## src/design/aef_pkg.sv

```systemverilog
// aef_pkg: shared types, widths and constants for the azimuth/elevation unit
// no dependencies; every design file refers to it by scoped names
package aef_pkg;

  // field widths of the transaction payloads
  localparam int COORD_WIDTH = 32;
  localparam int ANGLE_WIDTH = 16;

  // front end: difference, magnitude, normalisation
  localparam int DIFF_W   = COORD_WIDTH + 1;
  localparam int MAG_W    = COORD_WIDTH;
  localparam int SHAMT_W  = $clog2(MAG_W);
  localparam int NORM_TOP = 30;
  localparam int NORM_W   = NORM_TOP + 1;
  localparam int SQ_W     = 2 * NORM_W;

  // square root chain: one result bit per cell
  localparam int SQRT_W     = 64;
  localparam int SQRT_TOP   = 62;
  localparam int SQRT_STEPS = 32;
  localparam int ROOT_W     = 32;

  // vectoring rotation chain
  localparam int CORDIC_STEPS = 31;
  localparam int CX_W         = 35;
  localparam int ATAN_W       = 32;
  localparam int Z_W          = ATAN_W + 1;

  localparam logic signed [Z_W-1:0] QUARTER_TURN = Z_W'(64'd1 << 30);

  // rounding of a 2^-32 turn angle to angle units, halves upward
  localparam int ROUND_SH = 32 - ANGLE_WIDTH;
  localparam logic [Z_W:0] ROUND_ADD = (Z_W + 1)'(1) << ROUND_SH;
  localparam logic [ANGLE_WIDTH-1:0] HALF_TURN = ANGLE_WIDTH'(1) << (ANGLE_WIDTH - 1);

  // atan(2^-i) in units of 2^-32 turn
  localparam logic [ATAN_W-1:0] ATAN_TAB [CORDIC_STEPS] = '{
    32'h20000000, 32'h12E4051E, 32'h09FB385B, 32'h051111D4, 32'h028B0D43, 32'h0145D7E1,
    32'h00A2F61E, 32'h00517C55, 32'h0028BE53, 32'h00145F2F, 32'h000A2F98, 32'h000517CC,
    32'h00028BE6, 32'h000145F3, 32'h0000A2FA, 32'h0000517D, 32'h000028BE, 32'h0000145F,
    32'h00000A30, 32'h00000518, 32'h0000028C, 32'h00000146, 32'h000000A3, 32'h00000051,
    32'h00000029, 32'h00000014, 32'h0000000A, 32'h00000005, 32'h00000003, 32'h00000001,
    32'h00000001
  };

  // input transaction: observer and target points
  typedef struct packed {
    logic signed [COORD_WIDTH-1:0] from_x;
    logic signed [COORD_WIDTH-1:0] from_y;
    logic signed [COORD_WIDTH-1:0] from_z;
    logic signed [COORD_WIDTH-1:0] to_x;
    logic signed [COORD_WIDTH-1:0] to_y;
    logic signed [COORD_WIDTH-1:0] to_z;
  } item_t;

  // output transaction
  typedef struct packed {
    logic signed [ANGLE_WIDTH-1:0] azimuth;
    logic signed [ANGLE_WIDTH-1:0] elevation;
    logic                          degenerate;
  } result_t;

  // normalised magnitudes and signs carried alongside the root
  typedef struct packed {
    logic [NORM_W-1:0] mx;
    logic [NORM_W-1:0] my;
    logic [NORM_W-1:0] mz;
    logic              neg_dx;
    logic              neg_dy;
    logic              neg_dz;
    logic              degen;
  } side_t;

  // square root partial state
  typedef struct packed {
    logic [SQRT_W-1:0] rem;
    logic [SQRT_W-1:0] root;
  } sqrt_t;

  // one vectoring lane: atan(y/x) with zero flags of the operands
  typedef struct packed {
    logic signed [CX_W-1:0] x;
    logic signed [CX_W-1:0] y;
    logic signed [Z_W-1:0]  z;
    logic                   a_zero;
    logic                   b_zero;
  } lane_t;

  // placement flags
  typedef struct packed {
    logic neg_dx;
    logic neg_dy;
    logic neg_dz;
    logic degen;
  } flags_t;

  // both lanes of a rotation cell
  typedef struct packed {
    lane_t  az;
    lane_t  el;
    flags_t flags;
  } cordic_t;

endpackage

```

## src/design/aef_cordic_cell.sv

```systemverilog
// aef_cordic_cell: one vectoring rotation step for the azimuth and elevation lanes
// depends on aef_pkg
module aef_cordic_cell #(
  parameter int STEP = 0
) (
  input  logic             clk,
  input  logic             rst,
  input  logic             en,
  input  logic             feed_valid,
  input  aef_pkg::cordic_t feed,
  output logic             pass_valid,
  output aef_pkg::cordic_t pass
);

  localparam logic signed [aef_pkg::Z_W-1:0] ANGLE =
    aef_pkg::Z_W'({1'b0, aef_pkg::ATAN_TAB[STEP]});

  aef_pkg::cordic_t rot_next;

  // rotate toward y = 0 and book the step angle
  function automatic aef_pkg::lane_t rotate(input aef_pkg::lane_t l);
    aef_pkg::lane_t         r;
    logic signed [aef_pkg::CX_W-1:0] sx;
    logic signed [aef_pkg::CX_W-1:0] sy;
    r  = l;
    sy = l.y >>> STEP;
    sx = l.x >>> STEP;
    if (l.y > 0) begin
      r.x = l.x + sy;
      r.y = l.y - sx;
      r.z = l.z + ANGLE;
    end else begin
      r.x = l.x - sy;
      r.y = l.y + sx;
      r.z = l.z - ANGLE;
    end
    return r;
  endfunction

  assign rot_next.az    = rotate(feed.az);
  assign rot_next.el    = rotate(feed.el);
  assign rot_next.flags = feed.flags;

  always_ff @(posedge clk) begin
    if (rst) begin
      pass_valid <= 1'b0;
    end else if (en) begin
      pass_valid <= feed_valid;
    end
  end

  always_ff @(posedge clk) begin
    if (en) begin
      pass <= rot_next;
    end
  end

endmodule

```

## config.mk

```make
export PLATFORM = sky130hd
export DESIGN_NAME = aef_cordic_cell
export DESIGN_NICKNAME = d
export VERILOG_FILES = /design/src/design/aef_pkg.sv /design/src/design/aef_cordic_cell.sv
export SDC_FILE = /design/constraint.sdc
export NUM_CORES = 1
export LEC_CHECK = 0
export ABC_AREA = 0
export BUFFER_PORTS_ARGS = -buffer_cell sky130_fd_sc_hd__buf_2
export CORE_UTILIZATION = 60
export DETAILED_ROUTE_END_ITERATION = 10
export PLACE_DENSITY = 0.91
export SYNTH_ARGS = -nofsm -noshare
export SYNTH_HDL_FRONTEND = slang
export SYNTH_SLANG_ARGS = --single-unit
```

## constraint.sdc

```tcl
create_clock -name clk -period 9.1 [get_ports clk]
set_input_delay 0.91 -clock clk [delete_from_list [all_inputs] [get_ports clk]]
set_output_delay 0.91 -clock clk [all_outputs]
set_load 0.05 [all_outputs]
```

==> key figures <==
Critical path
  • CP Max Fanout: 38
  • Crit path max-delay family: simple AND/OR/NAND/NOR gates
  • Critical-path cell list: buf_2 > nor4_1 > and4_1 > nand4_1 > nor4_1 > nor2_4 > buf_4 > inv_2 > buf_4 > ha_1 > a21o_1 > a21oi_1 > xnor2_1 > xnor2_1
  • Data required, critical path: 9.38 ns
  • Worst path bufs/invs: 4
  • Critical-path top delay cell: buf_4
  • CP peak stage delay: 0.51 ns
  • CP startpoint kind: primary input
  • Worst setup path class: in2reg
  • Crit path DAT: 4.66 ns
  • Crit. End Element: register

Pwr
  • Max VDD drop: 171 uV
  • Leak pwr: 0.00969 uW
  • P per Cell Area: 185 mW/mm^2
  • Pwr Total: 4030 uW

Finish
  • Commonest non-fill, non-tap cell in the layout: buf_2
  • Commonest non-fill, non-tap cells in the layout: buf_2, a21oi_1, ha_1, edfxtp_1, inv_1
  • Filler cells: 2329
  • Share of post-route cells with drive strength above 1: 20.8%
  • Area growth, synth to finish: 17.3%
  • Fin util: 72.4%
  • Fin nets: 2897

Floorplan
  • IO Count: 433
  • Die height: 178 microns
  • DIE AREA: 0.0316 sq mm
  • Core Box Area: 0.0300 sq mm
  • Initial Utilization: 61.7%
  • Std-Cell Rows: 63
  • Die width: 178 microns

Synthesis
  • Syn avg cell area: 8.89 sq um
  • Ys async rst share: 0%
  • Synth warnings: 0
  • Post-synth EDFFs: 212
  • Syn nets: 2522
  • #FFs+latches synth: 213
  • Cells after synthesis: 2084
  • Post-Synthesis Cell Area: 0.0185 sq mm
  • Synth Flop Type: edfxtp_1
  • Register area share after synthesis: 34.5%
  • Post-synth cell types: 79

Outcome
  • Status: complete, no violations

Clock network
  • Worst skew pair latency: 0.55 ns
  • Htree depth: 1
  • Clock sink count: 213
  • CTS tree: built
  • Clock slew at reported path FFs: 0.07 ns
  • Number of CTS-inserted buffers: 25
  • Post CTS Setup Buffer Count: 0
  • PostCTS Resize Cnt: 0
  • CTS Hold Buffers Added: 0
  • Root buf cell: clkbuf_16
  • Maximum root-to-sink buffer count: 3

Global route
  • Antenna violations before repair: 12
  • Maximum number of pins on one net before global-route repair: 78
  • Gr usage total: 43.7%
  • Gr ovfl total: 0
  • Number of global-route vias before repair: 18.2k
  • Global-route wire length before repair: 105 mm

STA
  • Hold Vio Cnt, Final: 0
  • Final Cycle Share: 48.1%
  • Final setup TNS: 0 ns
  • Minimum clock period: 4.38 ns
  • Peak Freq: 228 MHz
  • RSZ-0062 raised after global routing: no
  • Final Skew: 0 ns
  • Setup-failing EPs final: 0
  • Slew @ Worst Pin: 1.17 ns
  • Worst slew margin: 22.3%
  • Final Max Slew Viols: 0

Run
  • # Max-Cap Violations: 0

Detailed routing
  • Violation count after the first detailed-route iteration: 2461
  • DRT Pass-1 Iters: 6
  • Drt drc: 0
  • Post-DRT Antenna Nets: 0
  • DRT Wirelength: 71.7 mm
  • Vias/cell: 6.53
  • Via count: 18.8k
  • DR WL/cell: 24.9 microns

Worst hold path
  • Hold WC Path Type: in2reg

Placed design
  • Final Wtd Congestion: 1.08
  • Port bufs: 432
  • Dpl hpwl: 55.5 mm
## metal layers
| layer | track usage [%] | routed length, microns | part of all wire [%] | vias up |
|---|---|---|---|---|
| met5 | 0 | 35 | 0.049 | - |
| li1 | - | - | - | 8255 |
| met2 | 73.0 | 33400 | 47 | 1464 |
| met3 | 8.29 | 7770 | 11 | 351 |
| met1 | 50.5 | 24800 | 35 | 8723 |
| met4 | 30.3 | 5720 | 8.0 | 4 |
## final cells by class
type	count	area, sq um	area share (%)
antenna	10	25.0	0.115
clock buffer	30	644	2.96
clock inverter	16	184	0.846
inverter	218	818	3.77
multi-input combinational	1560	10900	50.4
sequential	213	6390	29.4
tap	390	488	2.25
timing repair buffer	441	2240	10.3
## final timing paths
| kind | startpoint | endpoint | slack, ns | depth (start not counted) |
|---|---|---|---|---|
| max | feed[145] | pass[143] | 4.72 | 14 |
| min | feed[4] | pass[4] | 0.53 | 1 |
| max reg2reg | pass_valid | pass_valid | 8.43 | 2 |
| min reg2reg | pass_valid | pass_valid | 0.57 | 2 |
## report_power, final
group / internal, uW / switching [uW]
Sequential: 1270 / 61.5
Clock: 596 / 439
Combinational: 447 / 1220
## registers in the layout, summed over array words and instances (netlist names)
register	count
pass_valid	1
pass	212
## worst reg2reg max path: stages (launching register included)
cell and delay [ns]:
dfxtp_1 0.31, mux2i_1 0.17, nor2_1 0.08
## per-stage QoR
stage / cells / hold WS [ns] / worst slack, ns / area (sq um)
floorplan: 2084 / 0.733 / 5.40 / 18500
CTS: 2868 / 0.518 / 4.86 / 21700
global placement: 2822 / 0.472 / 4.37 / 20900
global route: 2877 / 0.528 / 4.57 / 21700
finish: 2878 / 0.529 / 4.72 / 21700
detailed placement: 2822 / 0.541 / 4.31 / 20900
## logic make-up (layout without fill, tap and decap cells)
| family | after synthesis | after routing | synth area share, % |
|---|---|---|---|
| multiplexers | 35 | 35 | 1.89 |
| flip-flops | 213 | 213 | 34.5 |
| AO/OA/AOI/OAI | 691 | 691 | 23.0 |
| XOR/XNOR | 141 | 141 | 6.67 |
| AND/OR/NAND/NOR | 473 | 473 | 12.2 |
| other | 0 | 10 | 0 |
| adder cells (fa/ha/maj) | 220 | 220 | 15.2 |
| buffers and inverters | 311 | 705 | 6.52 |
## synth_stat cells, drive strengths merged (5+ instances only)
master	instances	share of area, %
buf	40	1.0
o41ai	8	0.42
and3	8	0.27
a211oi	20	0.89
nand4	34	1.1
nand3	17	0.46
o21bai	62	2.5
a221o	5	0.27
o21ai	144	3.9
nand2b	18	0.61
a31oi	13	0.47
a21boi	5	0.20
ha	212	14
xnor2	133	6.3
nor3	46	1.3
a221oi	9	0.43
or3	10	0.34
nor3b	7	0.28
o211ai	18	0.73
a21oi	288	7.8
o31ai	24	0.97
nor2b	15	0.51
mux2i	35	1.9
nor2	162	3.3
fa	8	0.86
or2	8	0.27
a2111oi	9	0.49
edfxtp	212	34
xor2	8	0.38
inv	211	4.3
o311ai	5	0.24
clkinv	7	0.14
clkbuf	53	1.1
a21o	41	1.7
nor4	29	1.0
nand2	104	2.1
Power figures use the tool's default switching activity.
