`config.mk`:
```
export PLATFORM = sky130hd
export DESIGN_NAME = aef_sqrt_cell
export DESIGN_NICKNAME = d
export VERILOG_FILES = /design/src/design/aef_pkg.sv /design/src/design/aef_sqrt_cell.sv
export SDC_FILE = /design/constraint.sdc
export NUM_CORES = 1
export LEC_CHECK = 0
export ABC_CLOCK_PERIOD_IN_PS = 2800
export BUFFER_PORTS_ARGS = -buffer_cell sky130_fd_sc_hd__buf_2
export CORE_AREA = 5 5 172 174
export DETAILED_ROUTE_END_ITERATION = 7
export DIE_AREA = 0 0 177 179
export PLACE_DENSITY = 0.79
export SYNTH_ARGS = -nofsm -noshare
export SYNTH_HDL_FRONTEND = slang
export SYNTH_SLANG_ARGS = --single-unit
export TNS_END_PERCENT = 100
```
`constraint.sdc`:
```
create_clock -name clk -period 2.8 [get_ports clk]
set_input_delay 0.42 -clock clk [delete_from_list [all_inputs] [get_ports clk]]
set_output_delay 0.42 -clock clk [all_outputs]
set_load 0.02 [all_outputs]
```
`src/design/aef_pkg.sv`:
```
// aef_pkg: shared types, widths and constants for the azimuth/elevation unit
// no dependencies; every design file refers to it by scoped names
package aef_pkg;

  // field widths of the transaction payloads
  localparam int COORD_WIDTH = 32;
  localparam int ANGLE_WIDTH = 16;

  // front end: difference, magnitude, normalisation
  localparam int DIFF_W   = COORD_WIDTH + 1;
  localparam int MAG_W    = COORD_WIDTH;
  localparam int SHAMT_W  = $clog2(MAG_W);
  localparam int NORM_TOP = 30;
  localparam int NORM_W   = NORM_TOP + 1;
  localparam int SQ_W     = 2 * NORM_W;

  // square root chain: one result bit per cell
  localparam int SQRT_W     = 64;
  localparam int SQRT_TOP   = 62;
  localparam int SQRT_STEPS = 32;
  localparam int ROOT_W     = 32;

  // vectoring rotation chain
  localparam int CORDIC_STEPS = 31;
  localparam int CX_W         = 35;
  localparam int ATAN_W       = 32;
  localparam int Z_W          = ATAN_W + 1;

  localparam logic signed [Z_W-1:0] QUARTER_TURN = Z_W'(64'd1 << 30);

  // rounding of a 2^-32 turn angle to angle units, halves upward
  localparam int ROUND_SH = 32 - ANGLE_WIDTH;
  localparam logic [Z_W:0] ROUND_ADD = (Z_W + 1)'(1) << ROUND_SH;
  localparam logic [ANGLE_WIDTH-1:0] HALF_TURN = ANGLE_WIDTH'(1) << (ANGLE_WIDTH - 1);

  // atan(2^-i) in units of 2^-32 turn
  localparam logic [ATAN_W-1:0] ATAN_TAB [CORDIC_STEPS] = '{
    32'h20000000, 32'h12E4051E, 32'h09FB385B, 32'h051111D4, 32'h028B0D43, 32'h0145D7E1,
    32'h00A2F61E, 32'h00517C55, 32'h0028BE53, 32'h00145F2F, 32'h000A2F98, 32'h000517CC,
    32'h00028BE6, 32'h000145F3, 32'h0000A2FA, 32'h0000517D, 32'h000028BE, 32'h0000145F,
    32'h00000A30, 32'h00000518, 32'h0000028C, 32'h00000146, 32'h000000A3, 32'h00000051,
    32'h00000029, 32'h00000014, 32'h0000000A, 32'h00000005, 32'h00000003, 32'h00000001,
    32'h00000001
  };

  // input transaction: observer and target points
  typedef struct packed {
    logic signed [COORD_WIDTH-1:0] from_x;
    logic signed [COORD_WIDTH-1:0] from_y;
    logic signed [COORD_WIDTH-1:0] from_z;
    logic signed [COORD_WIDTH-1:0] to_x;
    logic signed [COORD_WIDTH-1:0] to_y;
    logic signed [COORD_WIDTH-1:0] to_z;
  } item_t;

  // output transaction
  typedef struct packed {
    logic signed [ANGLE_WIDTH-1:0] azimuth;
    logic signed [ANGLE_WIDTH-1:0] elevation;
    logic                          degenerate;
  } result_t;

  // normalised magnitudes and signs carried alongside the root
  typedef struct packed {
    logic [NORM_W-1:0] mx;
    logic [NORM_W-1:0] my;
    logic [NORM_W-1:0] mz;
    logic              neg_dx;
    logic              neg_dy;
    logic              neg_dz;
    logic              degen;
  } side_t;

  // square root partial state
  typedef struct packed {
    logic [SQRT_W-1:0] rem;
    logic [SQRT_W-1:0] root;
  } sqrt_t;

  // one vectoring lane: atan(y/x) with zero flags of the operands
  typedef struct packed {
    logic signed [CX_W-1:0] x;
    logic signed [CX_W-1:0] y;
    logic signed [Z_W-1:0]  z;
    logic                   a_zero;
    logic                   b_zero;
  } lane_t;

  // placement flags
  typedef struct packed {
    logic neg_dx;
    logic neg_dy;
    logic neg_dz;
    logic degen;
  } flags_t;

  // both lanes of a rotation cell
  typedef struct packed {
    lane_t  az;
    lane_t  el;
    flags_t flags;
  } cordic_t;

endpackage

```
`src/design/aef_sqrt_cell.sv`:
```
// aef_sqrt_cell: one step of the restoring integer square root, one root bit per cell
// depends on aef_pkg
module aef_sqrt_cell #(
  parameter int STEP = 0
) (
  input  logic           clk,
  input  logic           rst,
  input  logic           en,
  input  logic           feed_valid,
  input  aef_pkg::sqrt_t feed,
  input  aef_pkg::side_t feed_side,
  output logic           pass_valid,
  output aef_pkg::sqrt_t pass,
  output aef_pkg::side_t pass_side
);

  localparam logic [aef_pkg::SQRT_W-1:0] BIT_VAL =
    aef_pkg::SQRT_W'(1) << (aef_pkg::SQRT_TOP - 2 * STEP);

  logic [aef_pkg::SQRT_W-1:0] trial;
  aef_pkg::sqrt_t             step_next;

  // trial subtract of the candidate bit
  assign trial = feed.root + BIT_VAL;
  always_comb begin
    if (feed.rem >= trial) begin
      step_next.rem  = feed.rem - trial;
      step_next.root = (feed.root >> 1) + BIT_VAL;
    end else begin
      step_next.rem  = feed.rem;
      step_next.root = feed.root >> 1;
    end
  end

  always_ff @(posedge clk) begin
    if (rst) begin
      pass_valid <= 1'b0;
    end else if (en) begin
      pass_valid <= feed_valid;
    end
  end

  always_ff @(posedge clk) begin
    if (en) begin
      pass      <= step_next;
      pass_side <= feed_side;
    end
  end

endmodule

```
==> impl_metrics.ini, run 1 <==
[floorplanning]
initial_core_util_pct = 42.2
ioPinCount = 455
die_x_um = 177
rows = 61
core_area_sq_um = 27600
die_h_um = 179
dieArea_sq_um = 31700

[clocking]
clk_latency_ns = 0.53
clock_path_buffers = 3
cts_tree = done
clk_pin_slew_ns = 0.07
cts_hold_buffers = 0
cts.sinks = 226
clockRootBuffer = clkbuf_16
cts_buffers = 26
htreeDepth = 1

[timing]
period_minus_slack_ns = 2.70
max_freq_ghz = 0.371
max_slew_margin_pct = 60.0
worst_pin_slew_ns = 0.600
hold_viol = 0
fin_crit_sh_pct = 96.3
fin_ws_ns = 0.104
slew_viol_final = 0
rsz0062_at_grt = no
holdWs_ns = 0.0305
fin_skew_ns = 0
setup_violations = 0

[placed_design]
portBuffers = 454
place.gp.congestion = 0.921
dp_hpwl_mm = 34.1
placed_area_sq_um = 16200
dp_slack_ns = -0.652

[power]
ir_drop_mv = 0.546
p_per_area_nw_per_um2 = 619
power.leakage_nw = 8.01
p_total_mw = 10.7

[logic_synthesis]
async_flop_share_pct = 0
yosysSeqAreaShare_pct = 58.1
syn_inst = 1012
synthAdderAreaFrac_pct = 7.03
netlist_area_sq_um = 11700
synth_seq_cells = 226
synth_compound_area_share_pct = 16.2
synth_top_family_by_area = compound AO/OA/AOI/OAI gates
synth_edf_count = 225
yosys_warnings = 0
synth_ff_type = edfxtp_1
ys_types = 65
syn_area_per_cell_sq_um = 11.5
synth_xor_area_share_pct = 4.35
yosys.area_share.simple_pct = 9.69
muxShareOfSynthArea_pct = 0.654
synth_fp_nets = 1306

[critical_path]
critical_path_class = in -> reg
reg2reg_depth = 2
end_kind = register
r2r-end = pass_valid
crit_required_ns = 3.07
worstPathMaxFanout = 4
reg2reg_from = pass_valid
arrival_ns = 2.97
ff2ff_setup_slack_ns = 2.22
start_kind = input port

[global_routing]
met1_usage_pct = 30.2
grt_pass1_wl_mm = 61.2
grt_max_degree = 72
antenna_found_initial = 11
grt_usage_pct = 25.0
use_met2_pct = 43.7
first_global_vias = 10700
met3_usage_pct = 6.83
grt.overflow.total = 0
top_usage_layer = met2

[cells_and_area]
syn2layout_area_growth_pct = 47.8
drive_gt1_share_pct = 45.3
final_nets = 1988
stdcell_area_sq_um = 17300

[detailed_routing]
first_pass_iters = 5
drt_iter0_markers = 697
ant_nets = 0
drc = 0
routed_via_density = 5.08
totalWireLength_mm = 42.0
vias = 10600
wl_per_cell_um = 20.1

[min_path]
hold_end = pass_valid
hp-start = rst
hold_path_class = in -> reg
whs_path_depth = 2

[outcome]
outcome = complete, no violations

[run]
drv_cap = 0
-- what timing repair did --
action	in CTS	in global routing
endpoints found under the setup margin	3	16
setup buffers	0	5
resized for setup	3	18
pin swaps	1	7
-- routing by layer --
| layer | vias up | part of all wire, % |
|---|---|---|
| met2 | 441 | 49 |
| met1 | 4958 | 38 |
| met4 | 12 | 3.7 |
| met5 | - | 0.21 |
| met3 | 95 | 8.8 |
| li1 | 5110 | - |
-- layout by cell type, fill, tap and decap left out, drive strengths merged, types with 5 or more instances in the layout --
cell / synthesis / layout
buf: 17 / 691
edfxtp: 225 / 225
nand2: 107 / 107
o21ai: 93 / 93
a21oi: 86 / 86
inv: 80 / 82
ha: 64 / 64
a21o: 45 / 45
nor2: 39 / 39
xnor2: 33 / 33
clkbuf: 20 / 29
xor2: 25 / 25
nand4: 24 / 24
o21bai: 21 / 21
nor3: 15 / 15
nand3: 9 / 9
o21a: 9 / 9
clkinv: 0 / 9
nor2b: 8 / 8
a31oi: 8 / 8
o211ai: 7 / 7
mux2: 5 / 5
bufinv: 0 / 5
a21boi: 5 / 5
-- cells in the mapped netlist, types with 3 or more instances --
| library cell | instances | area, sq um |
|---|---|---|
| o31ai_1 | 3 | 22.5 |
| o211ai_1 | 6 | 45.0 |
| ha_1 | 64 | 801 |
| nand2b_1 | 4 | 25.0 |
| xnor2_1 | 33 | 289 |
| xor2_1 | 25 | 219 |
| nor4bb_1 | 3 | 30.0 |
| a211o_1 | 3 | 26.3 |
| nand3_1 | 9 | 45.0 |
| mux2_2 | 5 | 56.3 |
| nand2_1 | 106 | 398 |
| o21a_1 | 9 | 67.6 |
| o21ai_1 | 5 | 25.0 |
| a21boi_0 | 4 | 30.0 |
| nor2_1 | 38 | 143 |
| edfxtp_1 | 225 | 6760 |
| nor2b_1 | 8 | 50.1 |
| a31oi_1 | 6 | 37.5 |
| o21ai_0 | 88 | 440 |
| a21o_1 | 45 | 338 |
| clkbuf_1 | 20 | 75.1 |
| o221ai_1 | 3 | 26.3 |
| or3_1 | 3 | 18.8 |
| a211oi_1 | 4 | 30.0 |
| nor4_1 | 3 | 18.8 |
| buf_4 | 3 | 22.5 |
| inv_1 | 80 | 300 |
| nor3_1 | 15 | 75.1 |
| and4_1 | 4 | 35.0 |
| nand4_1 | 24 | 150 |
| a21oi_1 | 86 | 430 |
| and3_1 | 3 | 18.8 |
| o21bai_1 | 21 | 158 |
| buf_2 | 13 | 65.1 |
-- cell type report --
cell class	instances	area [sq um]
Antenna cell	2	5.00
Clock inverter	16	229
Multi-Input combinational cell	669	4640
Timing Repair Buffer	691	4170
Clock buffer	29	662
Tap cell	378	473
Fill cell	2279	10400
Sequential cell	226	6780
Inverter	80	300
-- worst max-delay path, cell delays in order --
cell and delay, ns:
buf_2 0.12, ha_2 0.20, fa_2 0.34, nor2b_1 0.13, o21a_1 0.16, o211ai_2 0.11
a31o_4 0.26, nand3b_1 0.08, a21oi_1 0.07, buf_4 0.16, o31a_1 0.32, o21ai_0 0.32
xnor2_1 0.18, o21ai_0 0.11
-- state kept, by name (all words and copies together), names as in the netlist --
signal	flops
pass_valid	1
pass_side	97
pass	128
-- stage by stage --
stage                     util, %  instances  setup TNS [ns]
after floorplan                 -       1012        -0.00743
final                        62.5       2091               0
after global placement       58.6       2039          -18.17
after CTS                    61.9       2084               0
after global routing         62.4       2090               0
after detailed placement     58.6       2039          -22.24
-- how the worst max path moves through the flow --
stage | from | slack (ns) | cells past startpoint | end
2_1_floorplan | feed[21] | -0.007 | 12 | pass[126]
3_3_place_gp | feed[1] | -0.65 | 14 | pass[121]
3_5_place_dp | feed[1] | -0.65 | 14 | pass[121]
4_1_cts | feed[1] | 0.02 | 14 | pass[127]
5_1_grt | feed[10] | 0.007 | 15 | pass[101]
6_report | feed[0] | 0.10 | 14 | pass[98]
-- kinds of logic after synthesis --
| family | count (synthesis) |
|---|---|
| compound gates | 303 |
| xor+xnor | 58 |
| fa+ha+maj | 65 |
| buf+inv | 117 |
| flops | 226 |
| mux | 7 |
| simple gates | 236 |
-- power breakdown --
part	internal, mW	switching [mW]
Clock	2.17	1.39
Sequential	4.14	0.0994
Combinational	1.22	1.66
Total	7.53	3.14
Power figures use the tool's default switching activity.
==> inputs of run 2 (changes only) <==
Settings changed: GPL_TIMING_DRIVEN set to 0.
==> run 2 against run 1 <==
  * Cell area decreased by 7.6%
  * Worst setup slack got worse by 0.074 ns
  * Register-to-register slack about the same
  * Non-clock buffer count decreased by 184
  * Cell count decreased by 9.0%
  * Wire length decreased by 3.4%
  * Worst hold slack improved by 0.019 ns
  * Critical path depth decreased by 2
  * Fmax decreased by 2.7%
  * Clock-buffer cell count increased by 2
==> impl_metrics.ini, run 2 (synthesized netlist as in run 1, its figures left out) <==
[outcome]
outcome = complete, no violations

[critical_path]
crit_required_ns = 3.13
reg2reg_depth = 2
ff2ff_setup_slack_ns = 2.21
worstPathMaxFanout = 6
end_kind = register
r2r-end = pass_valid
arrival_ns = 3.10
critical_path_class = in -> reg
reg2reg_from = pass_valid
start_kind = input port

[floorplanning]
core_area_sq_um = 27600
dieArea_sq_um = 31700
rows = 61
die_x_um = 177
initial_core_util_pct = 42.2
ioPinCount = 455
die_h_um = 179

[global_routing]
first_global_vias = 9845
antenna_found_initial = 9
grt.overflow.total = 0
grt_usage_pct = 23.7
grt_max_degree = 89
grt_pass1_wl_mm = 57.4

[timing]
max_slew_margin_pct = 64.8
slew_viol_final = 0
holdWs_ns = 0.0492
setup_violations = 0
rsz0062_at_grt = yes
setup-tns-final_ns = 0
fin_crit_sh_pct = 98.9
fin_skew_ns = 0
max_freq_ghz = 0.361
worst_pin_slew_ns = 0.523
hold_viol = 0
period_minus_slack_ns = 2.77

[min_path]
hp-start = rst
whs_path_depth = 2
hold_path_class = in -> reg
hold_end = pass_valid

[power]
p_comb_share_pct = 27.1
p_seq_share_pct = 43.1
p_per_area_nw_per_um2 = 614
sw_frac_of_total_pct = 30.5
ir_drop_mv = 0.453
power.leakage_nw = 7.08
p_sw_mw = 2.99
intPower_mw = 6.80
p_clk_share_pct = 29.8

[placed_design]
dp_hpwl_mm = 32.1
portBuffers = 454
placed_area_sq_um = 14600
place.gp.congestion = 0.883

[cells_and_area]
top_register = pass
largest_reg_flops = 128
final_nets = 1802
multi_input_area_sq_um = 4880
final_cell_mix = buf_2 (453), edfxtp_1 (225), nand2_1 (103), o21ai_0 (79)
reg_top3 = pass: 128 flops, pass_side: 97 flops, pass_valid: 1 flops
drive_gt1_share_pct = 40.7
stdcell_area_sq_um = 15900
layout_commonest_cell = buf_2
fill_cells = 2337
seq_area_sq_um = 6780
syn2layout_area_growth_pct = 36.6
fin_util_pct = 57.7

[detailed_routing]
ant_nets = 0
drt_iter0_markers = 524
routed_via_density = 5.21
drc = 0
vias = 9916
totalWireLength_mm = 40.6
first_pass_iters = 7
wl_per_cell_um = 21.3

[clocking]
cts_tree = done
htreeDepth = 1
clk_latency_ns = 0.52
clock_path_buffers = 3
cts_hold_buffers = 0
cts_buffers = 24
clockRootBuffer = clkbuf_16
cts.sinks = 226
clk_pin_slew_ns = 0.06

[run]
drv_cap = 0
[run 2: timing repair]
item,CTS,global route
buffers inserted,20,9
setup endpoints to repair,65,65
gates cloned,2,0
gates resized for setup,43,65
pin swaps,23,28
[run 2: metal layers]
layer | vias up | routed length, um | global-route usage, % | part of all wire, %
li1 | 4743 | - | - | -
met1 | 4732 | 16000 | 29.0 | 39
met2 | 368 | 20200 | 41.3 | 50
met3 | 63 | 3180 | 5.99 | 7.8
met4 | 10 | 1140 | 7.29 | 2.8
met5 | - | 61 | 0 | 0.15
[run 2: final cells by class]
type,count,area share (%)
sequential,226,42.5
multi-input combinational,669,30.6
timing repair buffer,485,16.5
clock buffer,31,3.93
tap,378,2.97
inverter,80,1.90
buffer,22,1.13
clock inverter,10,0.494
antenna,2,0.0314
[run 2: worst max path at each step]
stage,startpoint,to,cells past startpoint
floorplan,feed[21],pass[126],12
global placement,en,pass_valid,3
detailed placement,feed[9],pass[127],13
CTS,feed[64],pass[126],16
global route,feed[41],pass[122],14
finish,feed[38],pass[126],12
[run 2: worst max-delay path: stages]
cell and delay (ns):
buf_2 0.10, inv_1 0.04, ha_1 0.29, buf_6 0.12
and2_4 0.15, nand3_4 0.08, or3_4 0.40, or4_4 0.43
o211ai_1 0.33, nand4_1 0.22, nor4bb_4 0.21, nor4_4 0.30
[run 2: power by group through the flow]
stage	registers (mW)	logic, mW	clock network (mW)
2_1_floorplan	4.75	1.01	0
3_3_place_gp	4.30	2.38	0
3_5_place_dp	4.29	2.42	0
4_1_cts	4.22	2.57	2.99
5_1_grt	4.24	2.84	3.14
6_report	4.22	2.65	2.92
[run 2: per-stage QoR]
stage | std cells | total power [mW] | setup slack, ns
2_1_floorplan | 1012 | 5.75 | -0.00743
3_3_place_gp | 1844 | 6.68 | -1.78
3_5_place_dp | 1846 | 6.71 | -1.06
4_1_cts | 1901 | 9.78 | -0.0179
5_1_grt | 1903 | 10.2 | -0.0183
6_report | 1903 | 9.80 | 0.0298
